File: config.mk
export PLATFORM = sky130hd
export DESIGN_NAME = complex_arithmetic_unit
export DESIGN_NICKNAME = d
export VERILOG_FILES = /design/src/rtl/cau_pkg.sv /design/src/rtl/cau_div.sv /design/src/rtl/complex_arithmetic_unit.sv
export SDC_FILE = /design/constraint.sdc
export NUM_CORES = 2
export LEC_CHECK = 0
export BUFFER_PORTS_ARGS = -buffer_cell sky130_fd_sc_hd__buf_2
export CORE_MARGIN = 8
export CORE_UTILIZATION = 64
export DETAILED_ROUTE_END_ITERATION = 16
export PLACE_DENSITY = 0.9
export SLEW_MARGIN = 20
export SYNTH_ARGS = -nofsm -noshare
export SYNTH_HDL_FRONTEND = slang
export SYNTH_HIERARCHICAL = 1
export SYNTH_SLANG_ARGS = --single-unit
File: constraint.sdc
create_clock -name clk -period 13.6 [get_ports clk]
set_clock_uncertainty 0.15 [all_clocks]
set_input_delay 2.04 -clock clk [delete_from_list [all_inputs] [get_ports clk]]
set_output_delay 2.04 -clock clk [all_outputs]
set_load 0.1 [all_outputs]
File: src/rtl/cau_pkg.sv
// ----------------------------------------------------------------------------
// Complex arithmetic unit package
// Widths, operation and status codes, sequencer states and shared helpers.
// ----------------------------------------------------------------------------
`default_nettype none

package cau_pkg;

  localparam int FRAC_BITS    = 16;
  localparam int MAX_EXPONENT = 64;
  localparam int DATA_W       = 32;
  localparam int PROD_W       = 2 * DATA_W;
  localparam int ACC_W        = PROD_W + 1;
  localparam int MODE_W       = 3;
  localparam int EXP_W        = 8;
  localparam int STAT_W       = 2;
  localparam int DIV_STEPS    = PROD_W + FRAC_BITS;
  localparam int DIV_CNT_W    = $clog2(DIV_STEPS);
  localparam int POW_W        = $clog2(MAX_EXPONENT + 1);
  localparam int CNT_W        = 3;
  localparam int N_PROD_MUL   = 4;
  localparam int N_PROD_DIV   = 6;

  localparam logic [MODE_W-1:0] MODE_ADD = 3'd0;
  localparam logic [MODE_W-1:0] MODE_SUB = 3'd1;
  localparam logic [MODE_W-1:0] MODE_MUL = 3'd2;
  localparam logic [MODE_W-1:0] MODE_DIV = 3'd3;
  localparam logic [MODE_W-1:0] MODE_POW = 3'd4;

  localparam logic [STAT_W-1:0] STAT_OK   = 2'd0;
  localparam logic [STAT_W-1:0] STAT_DIV0 = 2'd1;
  localparam logic [STAT_W-1:0] STAT_OVF  = 2'd2;

  localparam logic [DATA_W-1:0] FX_ONE  = DATA_W'(1) << FRAC_BITS;
  localparam logic [DATA_W-1:0] FX_MAX  = {1'b0, {(DATA_W-1){1'b1}}};
  localparam logic [DATA_W-1:0] FX_MIN  = {1'b1, {(DATA_W-1){1'b0}}};

  typedef enum logic [2:0] {
    ST_IDLE,
    ST_MAC,
    ST_MSAT,
    ST_DCHK,
    ST_DIV,
    ST_PWR,
    ST_FIN
  } cau_state_t;

  typedef struct packed {
    logic              done;
    logic              ovf;
    logic [DATA_W-1:0] q;
  } cau_div_res_t;

  typedef struct packed {
    logic              ovf;
    logic [DATA_W-1:0] val;
  } cau_sat_t;

  function automatic cau_sat_t sat_acc(input logic signed [ACC_W-1:0] v);
    cau_sat_t r;
    logic [ACC_W-DATA_W:0] upper;
    upper = v[ACC_W-1:DATA_W-1];
    if ((&upper) || !(|upper)) begin
      r.ovf = 1'b0;
      r.val = v[DATA_W-1:0];
    end else begin
      r.ovf = 1'b1;
      r.val = v[ACC_W-1] ? FX_MIN : FX_MAX;
    end
    return r;
  endfunction

endpackage

`default_nettype wire

File: src/rtl/cau_div.sv
// ----------------------------------------------------------------------------
// Complex arithmetic unit divider
// Restoring divider, one quotient bit per cycle: num * 2^FRAC / den truncated
// toward zero, negated when neg is set, signed result saturated to the data width.
// ----------------------------------------------------------------------------
`default_nettype none

module cau_div (
  input  wire logic                        clk,
  input  wire logic                        rst_n,
  input  wire logic                        start,
  input  wire logic [cau_pkg::PROD_W-1:0]  num,
  input  wire logic                        neg,
  input  wire logic [cau_pkg::PROD_W-1:0]  den,
  output cau_pkg::cau_div_res_t            res
);

  logic                             busy_r;
  logic                             fin_r;
  logic [cau_pkg::DIV_CNT_W-1:0]    cnt_r;
  logic [cau_pkg::DIV_STEPS-1:0]    dvd_r;
  logic [cau_pkg::PROD_W-1:0]       rem_r;
  logic [cau_pkg::DATA_W:0]         q_r;
  logic                             stk_r;
  logic                             neg_r;
  logic [cau_pkg::PROD_W-1:0]       den_r;
  cau_pkg::cau_div_res_t            res_r;

  logic [cau_pkg::PROD_W-1:0]       r_sh;
  logic                             ge;
  logic                             big;

  assign r_sh = {rem_r[cau_pkg::PROD_W-2:0], dvd_r[cau_pkg::DIV_STEPS-1]};
  assign ge   = (r_sh >= den_r);

  always_comb begin
    if (neg_r) begin
      big = stk_r | q_r[cau_pkg::DATA_W] |
            (q_r[cau_pkg::DATA_W-1] & (|q_r[cau_pkg::DATA_W-2:0]));
    end else begin
      big = stk_r | q_r[cau_pkg::DATA_W] | q_r[cau_pkg::DATA_W-1];
    end
  end

  always_ff @(posedge clk) begin
    if (!rst_n) begin
      busy_r   <= 1'b0;
      fin_r    <= 1'b0;
      res_r.done <= 1'b0;
    end else begin
      res_r.done <= fin_r;
      fin_r      <= 1'b0;
      if (start) begin
        busy_r <= 1'b1;
        cnt_r  <= '0;
        dvd_r  <= {num, {cau_pkg::FRAC_BITS{1'b0}}};
        rem_r  <= '0;
        q_r    <= '0;
        stk_r  <= 1'b0;
        neg_r  <= neg;
        den_r  <= den;
      end else if (busy_r) begin
        dvd_r <= {dvd_r[cau_pkg::DIV_STEPS-2:0], 1'b0};
        rem_r <= ge ? (r_sh - den_r) : r_sh;
        q_r   <= {q_r[cau_pkg::DATA_W-1:0], ge};
        stk_r <= stk_r | q_r[cau_pkg::DATA_W];
        cnt_r <= cnt_r + 1'b1;
        if (cnt_r == cau_pkg::DIV_CNT_W'(cau_pkg::DIV_STEPS - 1)) begin
          busy_r <= 1'b0;
          fin_r  <= 1'b1;
        end
      end
      if (fin_r) begin
        res_r.ovf <= big;
        if (big) begin
          res_r.q <= neg_r ? cau_pkg::FX_MIN : cau_pkg::FX_MAX;
        end else begin
          res_r.q <= neg_r ? (-q_r[cau_pkg::DATA_W-1:0]) : q_r[cau_pkg::DATA_W-1:0];
        end
      end
    end
  end

  assign res = res_r;

endmodule

`default_nettype wire

File: src/rtl/complex_arithmetic_unit.sv
// Complex arithmetic unit on Q16.16 parts. One item at a time: in_ready is high
// only while the sequencer idles, and a finished result waits in the output
// register so the next item can be taken meanwhile. Add and subtract go straight
// to the result; multiply runs four products through the shared 32x32 multiplier;
// divide runs six products through it, then two 80-step passes of the bit-serial
// divider; power runs one complex multiply per exponent step, at most 64 steps,
// after a divide for a negative exponent. The shared multiplier and the
// one-bit-per-cycle divider set the pace.
// ----------------------------------------------------------------------------
// Complex arithmetic unit, top level
// Sequencer around one multiplier, one accumulator adder and a divider.
// ----------------------------------------------------------------------------
`default_nettype none

module complex_arithmetic_unit (
  input  wire logic                              clk,
  input  wire logic                              rst_n,
  input  wire logic                              in_valid,
  output      logic                              in_ready,
  input  wire logic [cau_pkg::MODE_W-1:0]        in_mode,
  input  wire logic signed [cau_pkg::DATA_W-1:0] in_a_re,
  input  wire logic signed [cau_pkg::DATA_W-1:0] in_a_im,
  input  wire logic signed [cau_pkg::DATA_W-1:0] in_b_re,
  input  wire logic signed [cau_pkg::DATA_W-1:0] in_b_im,
  input  wire logic signed [cau_pkg::EXP_W-1:0]  in_exponent,
  output      logic                              out_valid,
  input  wire logic                              out_ready,
  output      logic signed [cau_pkg::DATA_W-1:0] out_res_re,
  output      logic signed [cau_pkg::DATA_W-1:0] out_res_im,
  output      logic [cau_pkg::STAT_W-1:0]        out_status
);

  cau_pkg::cau_state_t state_r, state_nxt;

  logic [cau_pkg::MODE_W-1:0]        mode_r;
  logic signed [cau_pkg::DATA_W-1:0] x_re_r, x_im_r, y_re_r, y_im_r;
  logic signed [cau_pkg::ACC_W-1:0]  acc_re_r, acc_im_r, acc_d_r;
  logic signed [cau_pkg::PROD_W-1:0] prod_r;
  logic [cau_pkg::CNT_W-1:0]         cnt_r;
  logic                              is_div_r, inv_r, part_r, ovf_r, div0_r;
  logic [cau_pkg::POW_W-1:0]         pow_r;
  logic                              out_valid_r;
  logic signed [cau_pkg::DATA_W-1:0] out_re_r, out_im_r;
  logic [cau_pkg::STAT_W-1:0]        out_st_r;

  logic                              in_fire, out_load, div_start;
  logic [cau_pkg::CNT_W-1:0]         nprod, k;
  logic signed [cau_pkg::DATA_W-1:0] mul_a, mul_b;
  logic signed [cau_pkg::PROD_W-1:0] prod_c;
  logic signed [cau_pkg::ACC_W-1:0]  prod_ext, acc_sel, acc_upd, dv_src;
  logic                              acc_sub;
  logic [cau_pkg::PROD_W-1:0]        dv_mag;
  logic [cau_pkg::EXP_W-1:0]         ex_mag;
  logic [cau_pkg::POW_W-1:0]         ex_cnt;
  cau_pkg::cau_sat_t                 s_re, s_im, m_re, m_im;
  cau_pkg::cau_div_res_t             div_res;

  assign in_fire = in_valid & in_ready;
  assign nprod   = is_div_r ? cau_pkg::CNT_W'(cau_pkg::N_PROD_DIV)
                            : cau_pkg::CNT_W'(cau_pkg::N_PROD_MUL);
  assign k       = cnt_r - 1'b1;

  // shared multiplier operand select
  always_comb begin
    unique case (cnt_r)
      3'd0:    begin mul_a = x_re_r; mul_b = y_re_r; end
      3'd1:    begin mul_a = x_im_r; mul_b = y_im_r; end
      3'd2:    begin mul_a = x_im_r; mul_b = y_re_r; end
      3'd3:    begin mul_a = x_re_r; mul_b = y_im_r; end
      3'd4:    begin mul_a = y_re_r; mul_b = y_re_r; end
      3'd5:    begin mul_a = y_im_r; mul_b = y_im_r; end
      default: begin mul_a = x_re_r; mul_b = y_re_r; end
    endcase
  end
  assign prod_c = mul_a * mul_b;

  // accumulate: even term loads, odd term adds or subtracts
  assign prod_ext = {{(cau_pkg::ACC_W-cau_pkg::PROD_W){prod_r[cau_pkg::PROD_W-1]}}, prod_r};
  assign acc_sub  = ((k == 3'd1) && !is_div_r) || ((k == 3'd3) && is_div_r);
  always_comb begin
    unique case (k[2:1])
      2'd0:    acc_sel = acc_re_r;
      2'd1:    acc_sel = acc_im_r;
      default: acc_sel = acc_d_r;
    endcase
  end
  assign acc_upd = !k[0] ? prod_ext : (acc_sub ? acc_sel - prod_ext : acc_sel + prod_ext);

  // add/sub and product saturation
  always_comb begin
    if (in_mode == cau_pkg::MODE_SUB) begin
      s_re = cau_pkg::sat_acc(cau_pkg::ACC_W'(in_a_re) - cau_pkg::ACC_W'(in_b_re));
      s_im = cau_pkg::sat_acc(cau_pkg::ACC_W'(in_a_im) - cau_pkg::ACC_W'(in_b_im));
    end else begin
      s_re = cau_pkg::sat_acc(cau_pkg::ACC_W'(in_a_re) + cau_pkg::ACC_W'(in_b_re));
      s_im = cau_pkg::sat_acc(cau_pkg::ACC_W'(in_a_im) + cau_pkg::ACC_W'(in_b_im));
    end
  end
  assign m_re = cau_pkg::sat_acc(acc_re_r >>> cau_pkg::FRAC_BITS);
  assign m_im = cau_pkg::sat_acc(acc_im_r >>> cau_pkg::FRAC_BITS);

  assign ex_mag = in_exponent[cau_pkg::EXP_W-1] ? (-in_exponent) : in_exponent;
  assign ex_cnt = (32'(ex_mag) > 32'(cau_pkg::MAX_EXPONENT))
                  ? cau_pkg::POW_W'(cau_pkg::MAX_EXPONENT) : cau_pkg::POW_W'(ex_mag);

  assign dv_src = (state_r == cau_pkg::ST_DIV) ? acc_im_r : acc_re_r;
  assign dv_mag = dv_src[cau_pkg::ACC_W-1] ? cau_pkg::PROD_W'(-dv_src)
                                           : cau_pkg::PROD_W'(dv_src);

  cau_div u_div (
    .clk   (clk),
    .rst_n (rst_n),
    .start (div_start),
    .num   (dv_mag),
    .neg   (dv_src[cau_pkg::ACC_W-1]),
    .den   (acc_d_r[cau_pkg::PROD_W-1:0]),
    .res   (div_res)
  );

  // next state
  always_comb begin
    state_nxt = state_r;
    unique case (state_r)
      cau_pkg::ST_IDLE: begin
        if (in_fire) begin
          if (in_mode == cau_pkg::MODE_MUL || in_mode == cau_pkg::MODE_DIV) begin
            state_nxt = cau_pkg::ST_MAC;
          end else if (in_mode == cau_pkg::MODE_POW) begin
            if (ex_cnt == '0) begin
              state_nxt = cau_pkg::ST_FIN;
            end else if (in_exponent[cau_pkg::EXP_W-1]) begin
              state_nxt = cau_pkg::ST_MAC;
            end else begin
              state_nxt = cau_pkg::ST_PWR;
            end
          end else begin
            state_nxt = cau_pkg::ST_FIN;
          end
        end
      end
      cau_pkg::ST_MAC: begin
        if (cnt_r == nprod) begin
          state_nxt = is_div_r ? cau_pkg::ST_DCHK : cau_pkg::ST_MSAT;
        end
      end
      cau_pkg::ST_MSAT: begin
        state_nxt = (mode_r == cau_pkg::MODE_POW) ? cau_pkg::ST_PWR : cau_pkg::ST_FIN;
      end
      cau_pkg::ST_DCHK: begin
        state_nxt = (acc_d_r == '0) ? cau_pkg::ST_FIN : cau_pkg::ST_DIV;
      end
      cau_pkg::ST_DIV: begin
        if (div_res.done && part_r) begin
          state_nxt = inv_r ? cau_pkg::ST_PWR : cau_pkg::ST_FIN;
        end
      end
      cau_pkg::ST_PWR: begin
        state_nxt = (pow_r == '0) ? cau_pkg::ST_FIN : cau_pkg::ST_MAC;
      end
      cau_pkg::ST_FIN: begin
        if (!out_valid_r || out_ready) begin
          state_nxt = cau_pkg::ST_IDLE;
        end
      end
      default: state_nxt = cau_pkg::ST_IDLE;
    endcase
  end

  // control outputs
  always_comb begin
    in_ready  = (state_r == cau_pkg::ST_IDLE);
    out_load  = (state_r == cau_pkg::ST_FIN) && (!out_valid_r || out_ready);
    div_start = ((state_r == cau_pkg::ST_DCHK) && (acc_d_r != '0)) ||
                ((state_r == cau_pkg::ST_DIV) && div_res.done && !part_r);
  end

  always_ff @(posedge clk) begin
    if (!rst_n) begin
      state_r     <= cau_pkg::ST_IDLE;
      out_valid_r <= 1'b0;
    end else begin
      state_r <= state_nxt;
      if (out_load) begin
        out_valid_r <= 1'b1;
      end else if (out_ready) begin
        out_valid_r <= 1'b0;
      end
    end
  end

  // datapath
  always_ff @(posedge clk) begin
    unique case (state_r)
      cau_pkg::ST_IDLE: begin
        if (in_fire) begin
          mode_r   <= in_mode;
          x_re_r   <= in_a_re;
          x_im_r   <= in_a_im;
          y_re_r   <= in_b_re;
          y_im_r   <= in_b_im;
          ovf_r    <= 1'b0;
          div0_r   <= 1'b0;
          inv_r    <= 1'b0;
          cnt_r    <= '0;
          pow_r    <= ex_cnt;
          is_div_r <= (in_mode == cau_pkg::MODE_DIV) ||
                      ((in_mode == cau_pkg::MODE_POW) && in_exponent[cau_pkg::EXP_W-1]);
          if (in_mode == cau_pkg::MODE_ADD || in_mode == cau_pkg::MODE_SUB) begin
            x_re_r <= s_re.val;
            x_im_r <= s_im.val;
            ovf_r  <= s_re.ovf | s_im.ovf;
          end else if (in_mode == cau_pkg::MODE_POW) begin
            x_re_r <= cau_pkg::FX_ONE;
            x_im_r <= '0;
            y_re_r <= in_a_re;
            y_im_r <= in_a_im;
            inv_r  <= in_exponent[cau_pkg::EXP_W-1];
          end else if (in_mode != cau_pkg::MODE_MUL && in_mode != cau_pkg::MODE_DIV) begin
            x_re_r <= '0;
            x_im_r <= '0;
          end
        end
      end
      cau_pkg::ST_MAC: begin
        cnt_r <= cnt_r + 1'b1;
        if (cnt_r < nprod) begin
          prod_r <= prod_c;
        end
        if (cnt_r != '0) begin
          unique case (k[2:1])
            2'd0:    acc_re_r <= acc_upd;
            2'd1:    acc_im_r <= acc_upd;
            default: acc_d_r  <= acc_upd;
          endcase
        end
      end
      cau_pkg::ST_MSAT: begin
        x_re_r <= m_re.val;
        x_im_r <= m_im.val;
        ovf_r  <= ovf_r | m_re.ovf | m_im.ovf;
      end
      cau_pkg::ST_DCHK: begin
        part_r <= 1'b0;
        if (acc_d_r == '0) begin
          x_re_r <= cau_pkg::FX_MAX;
          x_im_r <= cau_pkg::FX_MAX;
          div0_r <= 1'b1;
        end
      end
      cau_pkg::ST_DIV: begin
        if (div_res.done) begin
          ovf_r <= ovf_r | div_res.ovf;
          part_r <= 1'b1;
          is_div_r <= 1'b0;
          if (!part_r) begin
            if (inv_r) y_re_r <= div_res.q;
            else       x_re_r <= div_res.q;
          end else begin
            if (inv_r) y_im_r <= div_res.q;
            else       x_im_r <= div_res.q;
          end
        end
      end
      cau_pkg::ST_PWR: begin
        if (pow_r != '0) begin
          pow_r    <= pow_r - 1'b1;
          cnt_r    <= '0;
          is_div_r <= 1'b0;
        end
      end
      cau_pkg::ST_FIN: begin
        if (out_load) begin
          out_re_r <= x_re_r;
          out_im_r <= x_im_r;
          if (div0_r) begin
            out_st_r <= cau_pkg::STAT_DIV0;
          end else if (ovf_r) begin
            out_st_r <= cau_pkg::STAT_OVF;
          end else begin
            out_st_r <= cau_pkg::STAT_OK;
          end
        end
      end
      default: begin
      end
    endcase
  end

  assign out_valid  = out_valid_r;
  assign out_res_re = out_re_r;
  assign out_res_im = out_im_r;
  assign out_status = out_st_r;

endmodule

`default_nettype wire

==> out/summary.md <==
The flow ran to the end, and the final reports show no timing, DRC or antenna violations. The H-tree generated during clock tree synthesis spans 3 levels. Routed length on met3: 52.2 mm.

Synthesis produced 9398 cells. The cell repeated most along the worst path is fa_1. For this design, the sink count on the clock tree is 744. Dividing the detail-routed via count by the number of cells gives 6.88. The library cell used as clock root buffer was clkbuf_16. The tool flagged a number of max-cap violations equal to 0. STA classifies the critical path endpoint as a flip-flop. The layout cell share with drive strength beyond 1 was 7.61%; the half-perimeter wire length after detailed placement was 268 mm. In the finished design, the share of the clock period the worst path needs comes to 89.1%. Registers take 22300 sq um. The row count is 135, and the total of warnings raised by yosys is 6. The core region is 135000 sq um. In this run the remaining antenna-violating nets after routing total 0.

The initial antenna violation count is 39. For this block, the via count after detailed routing is 77369. The library cell occupying the most area in the post-synthesis netlist is edfxtp_1. The worst path needs 12110 ps of the cycle, external delays included. The vertical die dimension is 385 um, and the chip width is 385 um. Average wire per cell in the routed design: 30.9 um. The die covers 148000 sq um. The critical path's slowest cell is mux2_2. The tools report the via count of the first global-routing pass as 78292. Relative to the synthesized area, the layout overhead comes to 6.58%. The worst hold path belongs to the class flip-flop to flip-flop.

Setup TNS after final layout: 0 ps. Global routing used 46.2% of the available tracks. The number of storage elements in the synthesis netlist is 744. For the number of ports placed on the die boundary, the log shows 211.

Signal routing reaches up to met5. Of all nets on the critical path, the largest fanout is 68. The post-CTS setup-driven buffer insertion count is 0, and the share of flip-flops with an asynchronous set or reset after synthesis is 0%. The filler cells instantiated in the layout total 10063. The quantity of gates resized following cts is 0. For this block, the routed nets add up to 348 mm of wire.

Based on the critical path, the design can be clocked at up to 82.6 MHz. Yosys mapped a number of flops with a built-in enable equal to 737. The actual slew at the worst max-slew pin works out to 1280 ps. The hold violation total from the final report is 0. The mapped netlist covers 87200 sq um. The run gives 64.5% as the initial standard-cell utilization of the core. The xor/xnor cell area share of the yosys netlist works out to 4.24%. The number of cells on the worst reg-to-reg path is 28. Clock latency on the worst-skew pair: 710 ps. Worst setup path category: flip-flop to flip-flop. The total clock buffers created by CTS is 79. TritonCTS built the clock tree. The tools report the combined area of the multi-input logic cells as 58800 sq um. The adder-cell share of the synthesized area is 31.5%. The top cell types in the final layout, fill and taps aside, are inv_1, nand2_1, fa_1.

Before antenna repair, the detailed router went through 9 iterations. Port buffering added 210 buffers. Hold repair after CTS inserted 0 buffers.

After synthesis, the largest family of logic cells by area is adder cells. Data on the critical path is required at its endpoint by 13870 ps. After the last flow step, the layout net total stands at 11063.

The congestion estimate from routability-driven global placement came to 1.07. The detailed router finished its first iteration with 11456 violations. The commonest non-fill, non-tap cell in the layout was inv_1. The first global-routing pass estimated 503 mm of wire.

The fraction of the mapped netlist area in compound gates was 13.5%. The clock-pin slew reported for the worst setup and hold paths after clock tree synthesis works out to 60 ps. The tools report the count of pins over their slew limit as 0. Setup violations remaining at the end of the flow were counted as 0. STA puts the critical path data arrival time at 12380 ps.

The synthesized netlist contains 104 unique library cells. Yosys attributes the largest share of cell area to edfxtp_1, fa_1, ha_1, inv_1, nand2_1. For this run, the slowest stage of the critical path takes 1000 ps.

Summing the sequential cell areas from Yosys gives 25.5% of the chip area. The total nets after synthesis came out at 11082. The final-layout worst hold slack came out at 289 ps.

In the final routing, the length of wire on met1 measures 115 mm. The largest net degree at the start of global routing is 118, and the detailed route wirelength on metal2 is 145 mm. After detailed routing, the number of remaining DRC violations is 0.

After synthesis, the share of cell area in mux cells is 3.45%. The main flop type after synthesis is edfxtp_1. The buffer levels on the longest clock path was 3.

The share of Yosys cell area claimed by the top area cell type was 25.4%. The tools report the type of element launching the critical path as a flip-flop. The relative slew slack was 14.8%; the average instance area after synthesis was 9.28 sq um. Summing the areas of all and, or, nand and nor instances in the mapped netlist gives 14.4% of the synthesized area.

The total global routing overflow is 0, and the worst hold path depth is 0. Setup repair after global routing left no endpoint under its margin.
## sequential cells by signal (all words and copies together) (netlist names), 2 cells and up
name	flops
acc_d_r	65
acc_im_r	65
acc_re_r	65
prod_r	64
u_div/den_r	64
u_div/dvd_r	64
u_div/rem_r	63
u_div/res	34
u_div/q_r	33
out_res_im	32
out_res_re	32
x_im_r	32
x_re_r	32
y_im_r	32
y_re_r	32
pow_r	7
u_div/cnt_r	7
cnt_r	3
mode_r	3
state_r	3
out_status	2
## layout make-up
| class | instances | share of cell area, % |
|---|---|---|
| Antenna cell | 26 | 0.0700 |
| Clock buffer | 94 | 2.22 |
| Clock inverter | 50 | 0.597 |
| Inverter | 1236 | 5.00 |
| Multi-Input combinational cell | 6947 | 63.3 |
| Sequential cell | 744 | 24.0 |
| Tap cell | 1781 | 2.40 |
| Timing Repair Buffer | 371 | 2.48 |
## through the flow
stage / std cells / worst slack (ps) / instance area [sq um] / utilization (%)
3_3_place_gp: 11077 / 1940 / 90200 / 66.7
5_1_grt: 11230 / 1130 / 92900 / 68.7
6_report: 11249 / 1490 / 93000 / 68.7
2_1_floorplan: 9398 / 3450 / 87200 / -
3_5_place_dp: 11078 / 1770 / 90300 / 66.7
4_1_cts: 11222 / 1730 / 92900 / 68.6
## cells by family after synthesis
family,Yosys count
and+or+nand+nor,2861
AOI/OAI and AO/OA,1834
buffers and inverters,1707
xor gates and xnor gates,422
DFF,744
muxes,288
adders and majority gates,1542
## worst max-delay path, delay by kind of cell (launching register included)
| family | cells | cell delay, ps |
|---|---|---|
| fa+ha+maj | 11 | 5700 |
| compound gates | 8 | 2060 |
| buf+inv | 4 | 1220 |
| simple gates | 3 | 1170 |
| mux | 1 | 1000 |
| flops | 1 | 380 |
| xor+xnor | 1 | 100 |
## cell usage after synthesis (161+ instances only)
cell type	number
ha_1	453
clkbuf_1	404
fa_1	1088
nor3_1	161
a21oi_1	490
nand2_1	1095
xnor2_1	276
inv_1	1234
nor2_1	1022
o21ai_0	418
mux2i_1	187
edfxtp_1	737
## metal layers
metal | vias up | global-route usage, %
li1 | 31521 | -
met1 | 37259 | 55.7
met2 | 6626 | 67.0
met3 | 1947 | 17.1
met4 | 16 | 35.2
met5 | - | 0.859
## worst paths after layout
check	slack (ps)	startpoint	end
setup reg to reg	1490	cnt_r[0]	prod_r[58]
setup / recovery	1490	cnt_r[0]	prod_r[58]
hold / removal	290	div0_r	out_status[0]
hold reg to reg	290	div0_r	out_status[0]
Power is left out: the tool's default activity adds up to more than one toggle a clock period on the data nets, which glitch-free logic cannot reach.
